**src/rtl/md5de_pkg.sv**
```systemverilog
// ----------------------------------------------------------------------------
// md5de_pkg
// Types, constants and round tables shared by the MD5 digest engine.
// ----------------------------------------------------------------------------
package md5de_pkg;

   localparam int unsigned WordWidth  = 32;
   localparam int unsigned RowCount   = 16;
   localparam int unsigned RoundCount = 64;

   localparam logic [31:0] IV_A     = 32'h67452301;
   localparam logic [31:0] IV_B     = 32'hefcdab89;
   localparam logic [31:0] IV_C     = 32'h98badcfe;
   localparam logic [31:0] IV_D     = 32'h10325476;
   localparam logic [7:0]  PAD_BYTE = 8'h80;
   localparam logic [3:0]  LEN_LO_ROW = 4'd14;
   localparam logic [3:0]  LEN_HI_ROW = 4'd15;
   localparam logic [4:0]  LEN_FIRST_ROW = 5'd15;

   typedef logic [3:0][31:0] chain_type;

   typedef struct packed {
      logic load;
      logic step;
      logic fold;
      logic init;
   } round_ctrl_type;

   function automatic logic [31:0] round_const(input logic [5:0] idx);
      logic [31:0] k;
      unique case (idx)
         6'd0:  k = 32'hd76aa478;  6'd1:  k = 32'he8c7b756;
         6'd2:  k = 32'h242070db;  6'd3:  k = 32'hc1bdceee;
         6'd4:  k = 32'hf57c0faf;  6'd5:  k = 32'h4787c62a;
         6'd6:  k = 32'ha8304613;  6'd7:  k = 32'hfd469501;
         6'd8:  k = 32'h698098d8;  6'd9:  k = 32'h8b44f7af;
         6'd10: k = 32'hffff5bb1;  6'd11: k = 32'h895cd7be;
         6'd12: k = 32'h6b901122;  6'd13: k = 32'hfd987193;
         6'd14: k = 32'ha679438e;  6'd15: k = 32'h49b40821;
         6'd16: k = 32'hf61e2562;  6'd17: k = 32'hc040b340;
         6'd18: k = 32'h265e5a51;  6'd19: k = 32'he9b6c7aa;
         6'd20: k = 32'hd62f105d;  6'd21: k = 32'h02441453;
         6'd22: k = 32'hd8a1e681;  6'd23: k = 32'he7d3fbc8;
         6'd24: k = 32'h21e1cde6;  6'd25: k = 32'hc33707d6;
         6'd26: k = 32'hf4d50d87;  6'd27: k = 32'h455a14ed;
         6'd28: k = 32'ha9e3e905;  6'd29: k = 32'hfcefa3f8;
         6'd30: k = 32'h676f02d9;  6'd31: k = 32'h8d2a4c8a;
         6'd32: k = 32'hfffa3942;  6'd33: k = 32'h8771f681;
         6'd34: k = 32'h6d9d6122;  6'd35: k = 32'hfde5380c;
         6'd36: k = 32'ha4beea44;  6'd37: k = 32'h4bdecfa9;
         6'd38: k = 32'hf6bb4b60;  6'd39: k = 32'hbebfbc70;
         6'd40: k = 32'h289b7ec6;  6'd41: k = 32'heaa127fa;
         6'd42: k = 32'hd4ef3085;  6'd43: k = 32'h04881d05;
         6'd44: k = 32'hd9d4d039;  6'd45: k = 32'he6db99e5;
         6'd46: k = 32'h1fa27cf8;  6'd47: k = 32'hc4ac5665;
         6'd48: k = 32'hf4292244;  6'd49: k = 32'h432aff97;
         6'd50: k = 32'hab9423a7;  6'd51: k = 32'hfc93a039;
         6'd52: k = 32'h655b59c3;  6'd53: k = 32'h8f0ccc92;
         6'd54: k = 32'hffeff47d;  6'd55: k = 32'h85845dd1;
         6'd56: k = 32'h6fa87e4f;  6'd57: k = 32'hfe2ce6e0;
         6'd58: k = 32'ha3014314;  6'd59: k = 32'h4e0811a1;
         6'd60: k = 32'hf7537e82;  6'd61: k = 32'hbd3af235;
         6'd62: k = 32'h2ad7d2bb;  6'd63: k = 32'heb86d391;
         default: k = 32'h0;
      endcase
      return k;
   endfunction

   function automatic logic [4:0] rot_amount(input logic [5:0] idx);
      logic [4:0] s;
      unique case ({idx[5:4], idx[1:0]})
         4'd0:  s = 5'd7;   4'd1:  s = 5'd12;  4'd2:  s = 5'd17;  4'd3:  s = 5'd22;
         4'd4:  s = 5'd5;   4'd5:  s = 5'd9;   4'd6:  s = 5'd14;  4'd7:  s = 5'd20;
         4'd8:  s = 5'd4;   4'd9:  s = 5'd11;  4'd10: s = 5'd16;  4'd11: s = 5'd23;
         4'd12: s = 5'd6;   4'd13: s = 5'd10;  4'd14: s = 5'd15;  4'd15: s = 5'd21;
         default: s = 5'd0;
      endcase
      return s;
   endfunction

   // block row used by round idx
   function automatic logic [3:0] msg_index(input logic [5:0] idx);
      logic [3:0] i4;
      logic [3:0] g;
      i4 = idx[3:0];
      unique case (idx[5:4])
         2'd0: g = i4;
         2'd1: g = 4'((i4 << 2) + i4 + 4'd1);
         2'd2: g = 4'((i4 << 1) + i4 + 4'd5);
         2'd3: g = 4'((i4 << 3) - i4);
         default: g = i4;
      endcase
      return g;
   endfunction

endpackage

```
**src/rtl/md5de_msg_buffer.sv**
```systemverilog
// ----------------------------------------------------------------------------
// md5de_msg_buffer
// Sixteen-row block buffer; rows past the fill count read as zero, and the
// length rows read the bit count on a length block.
// ----------------------------------------------------------------------------
module md5de_msg_buffer
   import md5de_pkg::*;
(
   input  logic        clock,
   input  logic        wr_en,
   input  logic [3:0]  wr_row,
   input  logic [31:0] wr_word,
   input  logic [3:0]  rd_row,
   input  logic [4:0]  row_count,
   input  logic        len_en,
   input  logic [63:0] bit_length,
   output logic [31:0] rd_word
);

   logic [31:0] row_ff [RowCount];

   always_ff @(posedge clock) begin
      if (wr_en) begin
         row_ff[wr_row] <= wr_word;
      end
   end

   always_comb begin
      priority if ({1'b0, rd_row} < row_count) begin
         rd_word = row_ff[rd_row];
      end else if (len_en && rd_row == LEN_LO_ROW) begin
         rd_word = bit_length[31:0];
      end else if (len_en && rd_row == LEN_HI_ROW) begin
         rd_word = bit_length[63:32];
      end else begin
         rd_word = '0;
      end
   end

endmodule

```
**src/rtl/md5de_round_unit.sv**
```systemverilog
// ----------------------------------------------------------------------------
// md5de_round_unit
// Chaining words, working registers a..d and the one shared MD5 round.
// ----------------------------------------------------------------------------
module md5de_round_unit
   import md5de_pkg::*;
(
   input  logic           clock,
   input  logic           reset,
   input  round_ctrl_type ctrl,
   input  logic [5:0]     round_idx,
   input  logic [5:0]     next_idx,
   input  logic [31:0]    msg_word,
   output chain_type      chain
);

   chain_type   chain_ff;
   chain_type   chain_in;
   logic [31:0] a_ff, b_ff, c_ff, d_ff;
   logic [31:0] km_ff;
   logic [31:0] f_val;
   logic [31:0] sum_val;
   logic [63:0] rot_wide;
   logic [31:0] b_in;

   always_comb begin
      unique case (round_idx[5:4])
         2'd0: f_val = d_ff ^ (b_ff & (c_ff ^ d_ff));
         2'd1: f_val = c_ff ^ (d_ff & (b_ff ^ c_ff));
         2'd2: f_val = b_ff ^ c_ff ^ d_ff;
         2'd3: f_val = c_ff ^ (b_ff | ~d_ff);
         default: f_val = '0;
      endcase
      sum_val  = a_ff + f_val + km_ff;
      rot_wide = {sum_val, sum_val} << rot_amount(round_idx);
      b_in     = b_ff + rot_wide[63:32];
   end

   always_comb begin
      chain_in = chain_ff;
      if (ctrl.init) begin
         chain_in = {IV_D, IV_C, IV_B, IV_A};
      end else if (ctrl.fold) begin
         chain_in[0] = chain_ff[0] + a_ff;
         chain_in[1] = chain_ff[1] + b_ff;
         chain_in[2] = chain_ff[2] + c_ff;
         chain_in[3] = chain_ff[3] + d_ff;
      end
   end

   always_ff @(posedge clock) begin
      if (reset) begin
         chain_ff <= {IV_D, IV_C, IV_B, IV_A};
      end else begin
         chain_ff <= chain_in;
      end
   end

   always_ff @(posedge clock) begin
      if (ctrl.load) begin
         a_ff <= chain_ff[0];
         b_ff <= chain_ff[1];
         c_ff <= chain_ff[2];
         d_ff <= chain_ff[3];
      end else if (ctrl.step) begin
         a_ff <= d_ff;
         d_ff <= c_ff;
         c_ff <= b_ff;
         b_ff <= b_in;
      end
      if (ctrl.load || ctrl.step) begin
         km_ff <= round_const(next_idx) + msg_word;
      end
   end

   assign chain = chain_ff;

endmodule

```
**src/rtl/md5_digest_engine.sv**
```systemverilog
// ----------------------------------------------------------------------------
// md5_digest_engine
// MD5 hash over a stream of 32-bit message words, four digest words out.
// ----------------------------------------------------------------------------
// A non-last word is written into the block buffer; the sixteenth word of a
// block starts a compression (a load step, 64 rounds on the single shared
// round unit, a chaining add), during which req_tready is low. A last word
// that fills the block first runs that compression. The last word then adds
// padding, then one compression, or two with a pass through the check state
// between them when the 0x80 marker lands in byte 56 or later, then four
// digest words are offered, one per cycle while rsp_tready is high. The chain
// is then reset for the next message.
module md5_digest_engine
   import md5de_pkg::*;
(
   input  logic        clock,
   input  logic        reset,
   input  logic        req_tvalid,
   output logic        req_tready,
   input  logic [39:0] req_tdata,   // [31:0] data_word, [34:32] byte_count, rest zero
   input  logic        req_tlast,
   output logic        rsp_tvalid,
   input  logic        rsp_tready,
   output logic [39:0] rsp_tdata,   // [31:0] digest_word, [33:32] word_index, rest zero
   output logic        rsp_tlast
);

   typedef enum logic [2:0] {
      S_IDLE, S_PAD, S_CHECK, S_PREP, S_ROUND, S_FOLD, S_OUT
   } state_type;

   state_type      state_ff, after_ff;
   logic [4:0]     rows_ff;
   logic [5:0]     rnd_ff;
   logic [63:0]    bitlen_ff;
   logic           len_ff;
   logic [1:0]     widx_ff;

   logic [31:0]    data_word;
   logic [2:0]     byte_count;
   logic [2:0]     count_sat;
   logic [31:0]    tail_word;
   logic           req_fire;
   logic           rsp_fire;
   logic           wr_en;
   logic [31:0]    wr_word;
   logic [5:0]     next_idx;
   logic [31:0]    msg_word;
   round_ctrl_type ctrl;
   chain_type      chain;

   assign data_word  = req_tdata[31:0];
   assign byte_count = req_tdata[34:32];
   assign req_tready = (state_ff == S_IDLE);
   assign req_fire   = req_tvalid && req_tready;
   assign rsp_tvalid = (state_ff == S_OUT);
   assign rsp_fire   = rsp_tvalid && rsp_tready;
   assign rsp_tdata  = {6'b0, widx_ff, chain[widx_ff]};
   assign rsp_tlast  = (widx_ff == 2'd3);

   always_comb begin
      count_sat = (!req_tlast || byte_count > 3'd4) ? 3'd4 : byte_count;
      unique case (count_sat[1:0])
         2'd0: tail_word = {24'b0, PAD_BYTE};
         2'd1: tail_word = {16'b0, PAD_BYTE, data_word[7:0]};
         2'd2: tail_word = {8'b0, PAD_BYTE, data_word[15:0]};
         2'd3: tail_word = {PAD_BYTE, data_word[23:0]};
         default: tail_word = data_word;
      endcase
      if (count_sat == 3'd4) begin
         tail_word = data_word;
      end
   end

   always_comb begin
      wr_en   = 1'b0;
      wr_word = data_word;
      if (req_fire) begin
         wr_en   = 1'b1;
         wr_word = tail_word;
      end else if (state_ff == S_PAD) begin
         wr_en   = 1'b1;
         wr_word = {24'b0, PAD_BYTE};
      end
   end

   assign next_idx = (state_ff == S_PREP) ? 6'd0 : rnd_ff + 6'd1;

   always_comb begin
      ctrl.load = (state_ff == S_PREP);
      ctrl.step = (state_ff == S_ROUND);
      ctrl.fold = (state_ff == S_FOLD);
      ctrl.init = rsp_fire && (widx_ff == 2'd3);
   end

   md5de_msg_buffer u_buffer (
      .clock      (clock),
      .wr_en      (wr_en),
      .wr_row     (rows_ff[3:0]),
      .wr_word    (wr_word),
      .rd_row     (msg_index(next_idx)),
      .row_count  (rows_ff),
      .len_en     (len_ff),
      .bit_length (bitlen_ff),
      .rd_word    (msg_word)
   );

   md5de_round_unit u_round (
      .clock     (clock),
      .reset     (reset),
      .ctrl      (ctrl),
      .round_idx (rnd_ff),
      .next_idx  (next_idx),
      .msg_word  (msg_word),
      .chain     (chain)
   );

   always_ff @(posedge clock) begin
      if (reset) begin
         state_ff  <= S_IDLE;
         after_ff  <= S_IDLE;
         rows_ff   <= '0;
         rnd_ff    <= '0;
         bitlen_ff <= '0;
         len_ff    <= 1'b0;
         widx_ff   <= '0;
      end else begin
         unique case (state_ff)
            S_IDLE: begin
               if (req_fire) begin
                  rows_ff   <= rows_ff + 5'd1;
                  bitlen_ff <= bitlen_ff + {58'b0, count_sat, 3'b0};
                  len_ff    <= 1'b0;
                  if (!req_tlast) begin
                     if (rows_ff == 5'd15) begin
                        after_ff <= S_IDLE;
                        state_ff <= S_PREP;
                     end
                  end else if (count_sat == 3'd4) begin
                     if (rows_ff == 5'd15) begin
                        after_ff <= S_PAD;
                        state_ff <= S_PREP;
                     end else begin
                        state_ff <= S_PAD;
                     end
                  end else begin
                     state_ff <= S_CHECK;
                  end
               end
            end
            S_PAD: begin
               rows_ff  <= rows_ff + 5'd1;
               state_ff <= S_CHECK;
            end
            S_CHECK: begin
               if (rows_ff >= LEN_FIRST_ROW) begin
                  len_ff   <= 1'b0;
                  after_ff <= S_CHECK;
               end else begin
                  len_ff   <= 1'b1;
                  after_ff <= S_OUT;
               end
               state_ff <= S_PREP;
            end
            S_PREP: begin
               rnd_ff   <= '0;
               state_ff <= S_ROUND;
            end
            S_ROUND: begin
               rnd_ff <= rnd_ff + 6'd1;
               if (rnd_ff == 6'(RoundCount - 1)) begin
                  state_ff <= S_FOLD;
               end
            end
            S_FOLD: begin
               rows_ff  <= '0;
               len_ff   <= 1'b0;
               widx_ff  <= '0;
               state_ff <= after_ff;
            end
            S_OUT: begin
               if (rsp_fire) begin
                  widx_ff <= widx_ff + 2'd1;
                  if (widx_ff == 2'd3) begin
                     bitlen_ff <= '0;
                     state_ff  <= S_IDLE;
                  end
               end
            end
            default: state_ff <= S_IDLE;
         endcase
      end
   end

endmodule
```
**config.mk**
```make
export PLATFORM = sky130hd
export DESIGN_NAME = md5_digest_engine
export DESIGN_NICKNAME = d
export VERILOG_FILES = /design/src/rtl/md5de_pkg.sv /design/src/rtl/md5de_msg_buffer.sv /design/src/rtl/md5de_round_unit.sv /design/src/rtl/md5_digest_engine.sv
export SDC_FILE = /design/constraint.sdc
export NUM_CORES = 2
export LEC_CHECK = 0
export ABC_CLOCK_PERIOD_IN_PS = 21200
export BUFFER_PORTS_ARGS = -buffer_cell sky130_fd_sc_hd__buf_4
export CORE_UTILIZATION = 50
export CTS_CLUSTER_DIAMETER = 150
export DETAILED_ROUTE_END_ITERATION = 16
export PLACE_DENSITY_LB_ADDON = 0.08
export SYNTH_ARGS = -nofsm -noshare
export SYNTH_HDL_FRONTEND = slang
export SYNTH_SLANG_ARGS = --single-unit
```
**constraint.sdc**
```tcl
create_clock -name clock -period 21.2 [get_ports clock]
set_input_delay 4.24 -clock clock [delete_from_list [all_inputs] [get_ports clock]]
set_output_delay 4.24 -clock clock [all_outputs]
set_load 0.01 [all_outputs]
```
; After elaboration in Yosys (flattened, before gate mapping)
; Memory sizes are Yosys's and may differ from the RTL's. A register that Yosys moved wholly into a read port is not among the register bits.
; Cells that the tools add are included.
[word_totals]
ff_bits = 372
ram_bits = 512
mem_bits_ro = 2128
input_bits = 45
out_inout_bits = 43
wordCells = 160
mem_count = 3
[op_classes]
addsub = 17
order_cmp = 4
eq_ne = 28
n_shift = 1
mux = 56
bitwise_logic = 10
reduce_logical = 25
[mem_list]
columns = memory, depth, word_bits, read_ports, rd_clocked_by_memory_dff, wr, line
row1 = (no name shown), 64, 32, 1, 0, 0, md5de_pkg.sv:31  ; unique case (idx)
row2 = u_buffer.row_ff, 16, 32, 1, 0, 1, md5de_msg_buffer.sv:20  ; logic [31:0] row_ff [RowCount];
row3 = (no name shown), 16, 5, 1, 1, 0, md5de_pkg.sv:71  ; unique case ({idx[5:4], idx[1:0]})
[ops]
columns = op, n
row1 = 32-bit 2-to-1 mux, 16
row2 = 32-bit adder, 8
row3 = 32-bit one-hot mux with 4 select lines, 2
row4 = 64-bit 2-to-1 mux, 3
row5 = 32-bit bitwise XOR, 6
row6 = 64-bit one-hot mux with 2 select lines, 1
row7 = 64-bit by 6-bit adder with 64-bit output, 1
row8 = 32-bit AND, 2
row9 = 32-bit binary-select mux with 2-bit select, 1
row10 = 64-bit by 5-bit << shifter with 64-bit output, 1
row11 = 3-bit 2-to-1 mux, 14
row12 = 32-bit inverter, 1
row13 = 32-bit OR, 1
row14 = 3-bit one-hot mux with 7 select lines, 1
row15 = 4-bit one-hot mux with 4 select lines, 1
row16 = 5-bit one-hot mux with 3 select lines, 1
row17 = 2-bit equality test (second input constant), 7
row18 = 3-bit equality test (second input constant), 4
row19 = 6-bit one-hot mux with 2 select lines, 1
row20 = 5-bit AND reduction, 2
row21 = 4-bit adder, 2
row22 = 4-bit equality test (second input constant), 2
row23 = 4-bit 2-to-1 mux, 2
row24 = 2-bit nonzero test, 4
row25 = 35 further kinds, 57

; Longest topological paths before layout
[logic_depth]
ltp_word = 11
mapped_depth = 37
depth_no_buf = 34

; Modules after synthesis
; A second synthesis with hierarchy kept.
[unflattened]
hier_cells = 5186
area_unflattened_um2 = 54810.1
[modules_own_cells]
columns = mod, n_inst, cells_per_inst, area_per_inst_um2, seq_area_each_um2
row1 = md5de_round_unit, 1, 3638, 29209.3, 7367.1
row2 = md5de_msg_buffer, 1, 870, 19916.6, 15374.7
row3 = md5_digest_engine, 1, 678, 5684.2, 1621.6

; Worst setup path after synthesis
; OpenSTA, ideal clock, no wires.
[synth_timing]
kind = register -> register
startpoint = reg rnd_ff[4]
endpoint = reg u_round.b_ff[30], data pin
setup_time_ps = 268
t_arrival_ps = 8180
required_time_ps = 20932
slack_ps = 12752
path_stages_with_launch = 37
path_buffers = 3
synth_period_minus_slack_ps = 8448
path_cell_list = dfxtp_1 > buf_2 > buf_1 > buf_1 > nor2_1 > xnor2_1 > a21oi_1 > o221ai_1 > fa_1 > inv_1 > ha_1 > fa_1 > a21o_2 > a221oi_2 > o21ai_2 > a21oi_4 > o21a_1 > nor4_1 > nand4bb_1 > mux2_2 > o211a_1 > mux2_2 > mux2_4 > mux2_2 > ha_1 > inv_1 > o21bai_1 > a21oi_1 > o21ai_1 > a2111oi_0 > o31ai_1 > o211ai_1 > a31oi_1 > or4_1 > a31oi_1 > xor2_1 > o21ai_0
[synth_between]
elab_chain_cells = 8
word_cells_on_any_way = 11
classes_between = add/sub (3) / eq/ne (3) / shift (1) / mux (3) / reduce/logical (1)
[synth_rtl]
columns = item, line
row1 = from (decl), md5_digest_engine.sv:34  ; logic [5:0] rnd_ff;
row2 = from (signal assigned), md5_digest_engine.sv:170  ; rnd_ff <= rnd_ff + 6'd1;
row3 = 2-bit equality test (tied with other cells), md5de_round_unit.sv:27  ; unique case (round_idx[5:4])
row4 = 32-bit one-hot mux with 4 select lines (*), md5de_round_unit.sv:27
row5 = 32-bit adder (*) (2 in series), md5de_round_unit.sv:34  ; sum_val = a_ff + f_val + km_ff;
row6 = 64-bit by 5-bit << shifter with 64-bit output (*), md5de_round_unit.sv:35  ; rot_wide = {sum_val, sum_val} << rot_amount(round_idx);
row7 = 32-bit adder (*), md5de_round_unit.sv:36  ; b_in = b_ff + rot_wide[63:32];
row8 = 32-bit 2-to-1 mux (*), md5de_round_unit.sv:65  ; end else if (ctrl.step) begin
row9 = 32-bit 2-to-1 mux (*), md5de_round_unit.sv:60  ; if (ctrl.load) begin
row10 = to (signal assigned), md5de_round_unit.sv:62  ; b_ff <= chain_ff[1];
row11 = to (signal assigned), md5de_round_unit.sv:69  ; b_ff <= b_in;
row12 = to (decl), md5de_round_unit.sv:19  ; logic [31:0] a_ff, b_ff, c_ff, d_ff;
; Mark *: on every way between the ends. The rest lies on a longest branch, timed or not. The select of a mux whose other input is x is not followed.
; A chain may end at the register's enable or synchronous reset.

; Final worst setup path
; Same ends and word-level chain as after synthesis.

==> summary.md <==
| Metric | Value |
|---|---|
| Status | finished clean |
| Fin Setup TNS | 0 ps |
| Leak | 0.0231 µW |
| WP data arrival | 11050 ps |
| # setup viols final | 0 |
| Worst path required time | 21590 ps |
| Setup repair bufs after CTS | 0 |
| Critical Path Source Type | register |
| DP Worst Slack | 10570 ps |
| Pwr Density | 119 nW/µm² |
| Drt via density | 6.10 |
| # IOs | 88 |
| CORE AREA | 108000 µm² |
| Crit path time final | 10660 ps |
| Worst skew pair latency | 730 ps |
| Diode count | 0 |
| WL/cell | 23.3 µm |
| Cells after DPL | 7106 |
| Unrepaired setup endpoints after global routing | false |
| Antenna violations before repair | 0 |
| Synth Cell Area | 54700 µm² |
| Max-slew violations | 0 |
| Number of global-route vias before repair | 41.9k |
| Critical path's largest stage delay | 870 ps |
| Post-route ant nets | 0 |
| CTS tree | built |
| Remaining global-route overflow | 0 |
| Synth cell types | 103 |
| H-tree Lvls | 3 |
| EDFF count, synth | 672 |
| First-pass GRT wire length | 257 mm |
| Syn Area/Cell | 9.29 µm² |
| Chip Width | 333 µm |
| WL final | 170 mm |
| GPL Wtd Cong | 0.957 |
| DR vias | 44.5k |
| Post-synthesis sequential area ratio | 0.448 |
| Reg area | 24500 µm² |
| CTS Sinks | 886 |
| Post-cts sizing count | 0 |
| Final hold violation count | 0 |
| Worst Hold Class | register to register |
| Yosys top cell area share | 0.369 |
| Yosys top cell by area | edfxtp_1 |
| Clk_skew | 60.3 ps |
| Final Non-Filler Cells | 7292 |
| Total of max-cap violations | 0 |
| Final Core Density | 0.556 |
| Starting Density | 0.508 |
| Die area | 111000 µm² |
| Async S/R FF share, synth | 0 |
| VDD IR max | 78.2 µV |
| Multi-input combinational cell area | 28100 µm² |
| Final Cycle Share | 0.503 |
| Most frequent cells after synthesis | 1132 x nand2_1, 672 x edfxtp_1, 436 x a21oi_1 |
| Min setup slack post-route | 10540 ps |
| Cts hold-fix bufs | 0 |
| Main flop type after synthesis | edfxtp_1 |
| Drc violations | 0 |
| 1st-iter DRT viols | 4002 |
| Global Route Usage Sum | 0.301 |
| Ratio of cells with drive above 1 in the final layout | 0.0829 |
| Maximum fanout along the worst path | 45 |
| Detailed placer's ending HPWL | 111 mm |
| Clock Tree Buf Depth | 3 |
| Root buffer cell | clkbuf_16 |
| Vert. Die Dim | 333 µm |
| Ranking of synthesized cells by area | edfxtp_1 37%, dfxtp_1 7.8%, nand2_1 7.8% |
| Synthesized instance count | 5887 |
| Syn-to-layout area delta | 9.41% |
| CP max stage cell | a2111oi_0 |
| Largest net degree at the start of global routing | 168 |
| Synth Warn # | 0 |
| Layout Nets | 6144 |
| Register bit total from synthesis | 886 |
| Crit path kind | register to register |
| Clk pin slew, worst setup/hold paths | 60 ps |
| DRT Pass-1 Iters | 6 |
| Slew @ Worst Pin | 1210 ps |
| # fillers | 9580 |
| Crit. End Element | register |
| Cts bufs inserted | 98 |
| Fmax | 0.0938 GHz |
| Count leader, synth | nand2_1 |
| Core Rows | 120 |
| Number of I/O port buffers | 76 |
| Max_slew headroom | 0.175 |
==> cell type report <==
type / count / area share
inverter: 248 / 0.0156
tap: 1403 / 0.0294
timing repair buffer: 165 / 0.0213
clock buffer: 124 / 0.0441
sequential: 886 / 0.409
multi-input combinational: 4404 / 0.469
clock inverter: 62 / 0.0113
==> power by group <==
part | switching [µW] | internal, µW | total [µW] | leakage (µW)
combinational | 1950 | 1250 | 3200 | 0.0136
clock | 748 | 1000 | 1750 | 0.00161
sequential | 79.7 | 2110 | 2190 | 0.00785
==> logic make-up after synthesis <==
| family | Yosys count | share of synthesized area |
|---|---|---|
| muxes | 151 | 0.0397 |
| adders and majority gates | 326 | 0.0787 |
| AOI/OAI and AO/OA | 1446 | 0.170 |
| DFF | 886 | 0.448 |
| xor gates and xnor gates | 277 | 0.0449 |
| other | 1 | 0.0000686 |
| and+or+nand+nor | 2198 | 0.176 |
| buffers and inverters | 602 | 0.0430 |
==> critical path: cells and delay by family, from the launching register on <==
| family | cells | cell delay, ps |
|---|---|---|
| compound gates | 18 | 4740 |
| fa+ha+maj | 5 | 1880 |
| buf+inv | 5 | 1310 |
| mux | 4 | 810 |
| simple gates | 3 | 760 |
| flops | 1 | 630 |
| xor+xnor | 1 | 170 |
==> sequential cells by signal, indices dropped and copies added, names as in the netlist, 2 cells and up, named ones only <==
signal           flops
u_buffer.row_ff    512
widx_ff              2
bitlen_ff           61
rows_ff              5
u_round.chain      128
u_round.a_ff        32
after_ff             3
u_round.km_ff       32
u_round.d_ff        32
u_round.c_ff        32
state_ff             3
rnd_ff               6
u_round.b_ff        32
==> path summary, 6_finish.rpt <==
| check | startpoint | to | slack, ps | cells after the start |
|---|---|---|---|---|
| worst min-delay path | after_ff[2]$_SDFFE_PP0P_ | after_ff[2]$_SDFFE_PP0P_ | 480 | 2 |
| worst max-delay path | rnd_ff[4]$_SDFFE_PP0N_ | u_round.b_ff[30]$_DFFE_PN_ | 10540 | 36 |
| worst max register to register | rnd_ff[4]$_SDFFE_PP0N_ | u_round.b_ff[30]$_DFFE_PN_ | 10540 | 36 |
| worst min register to register | after_ff[2]$_SDFFE_PP0P_ | after_ff[2]$_SDFFE_PP0P_ | 480 | 2 |
==> layout by cell type (no fill, tap or decap), types with 32 or more instances in the layout <==
cell       Yosys  final
a211oi_1      48     48
a21o_1        84     84
a21oi_1      436    436
a22oi_1       37     37
a311oi_1     110    110
a31oi_1      142    141
and2_1        48     32
and3_1        97     97
buf_4          7    162
clkbuf_16      0     98
dfxtp_1      214    210
edfxtp_1     672    672
fa_1          40     40
ha_1         256    256
inv_1        244    243
mux2_2        33     33
mux2i_1       68     68
mux4_2        49     49
nand2_1     1132   1129
nand2b_1      43     43
nand3_1      284    283
nor2_1       368    362
nor2b_1       41     41
nor3_1        69     68
o211ai_1      61     61
o21a_1        34     34
o21ai_0      266    264
o221ai_1      34     34
xnor2_1      131    127
xor2_1       144    142
==> routing by layer <==
metal | wire (µm) | vias up | GRT usage
met2 | 81600 | 1473 | 0.503
met4 | 6440 | 0 | 0.119
li1 | - | 21201 | -
met1 | 71500 | 21528 | 0.398
met3 | 10100 | 310 | 0.0368
met5 | 0 | - | 0
==> metrics by stage <==
| step | cell area, µm² | total power (µW) | hold slack (ps) |
|---|---|---|---|
| 2_1_floorplan | 54700 | 4540 | 436 |
| 3_3_place_gp | 56500 | 5350 | 447 |
| 3_5_place_dp | 56500 | 5390 | 470 |
| 4_1_cts | 59800 | 7140 | 479 |
| 5_1_grt | 59800 | 7560 | 499 |
| 6_report | 59800 | 7140 | 476 |
No activity file was read; power rests on OpenSTA's default activity.
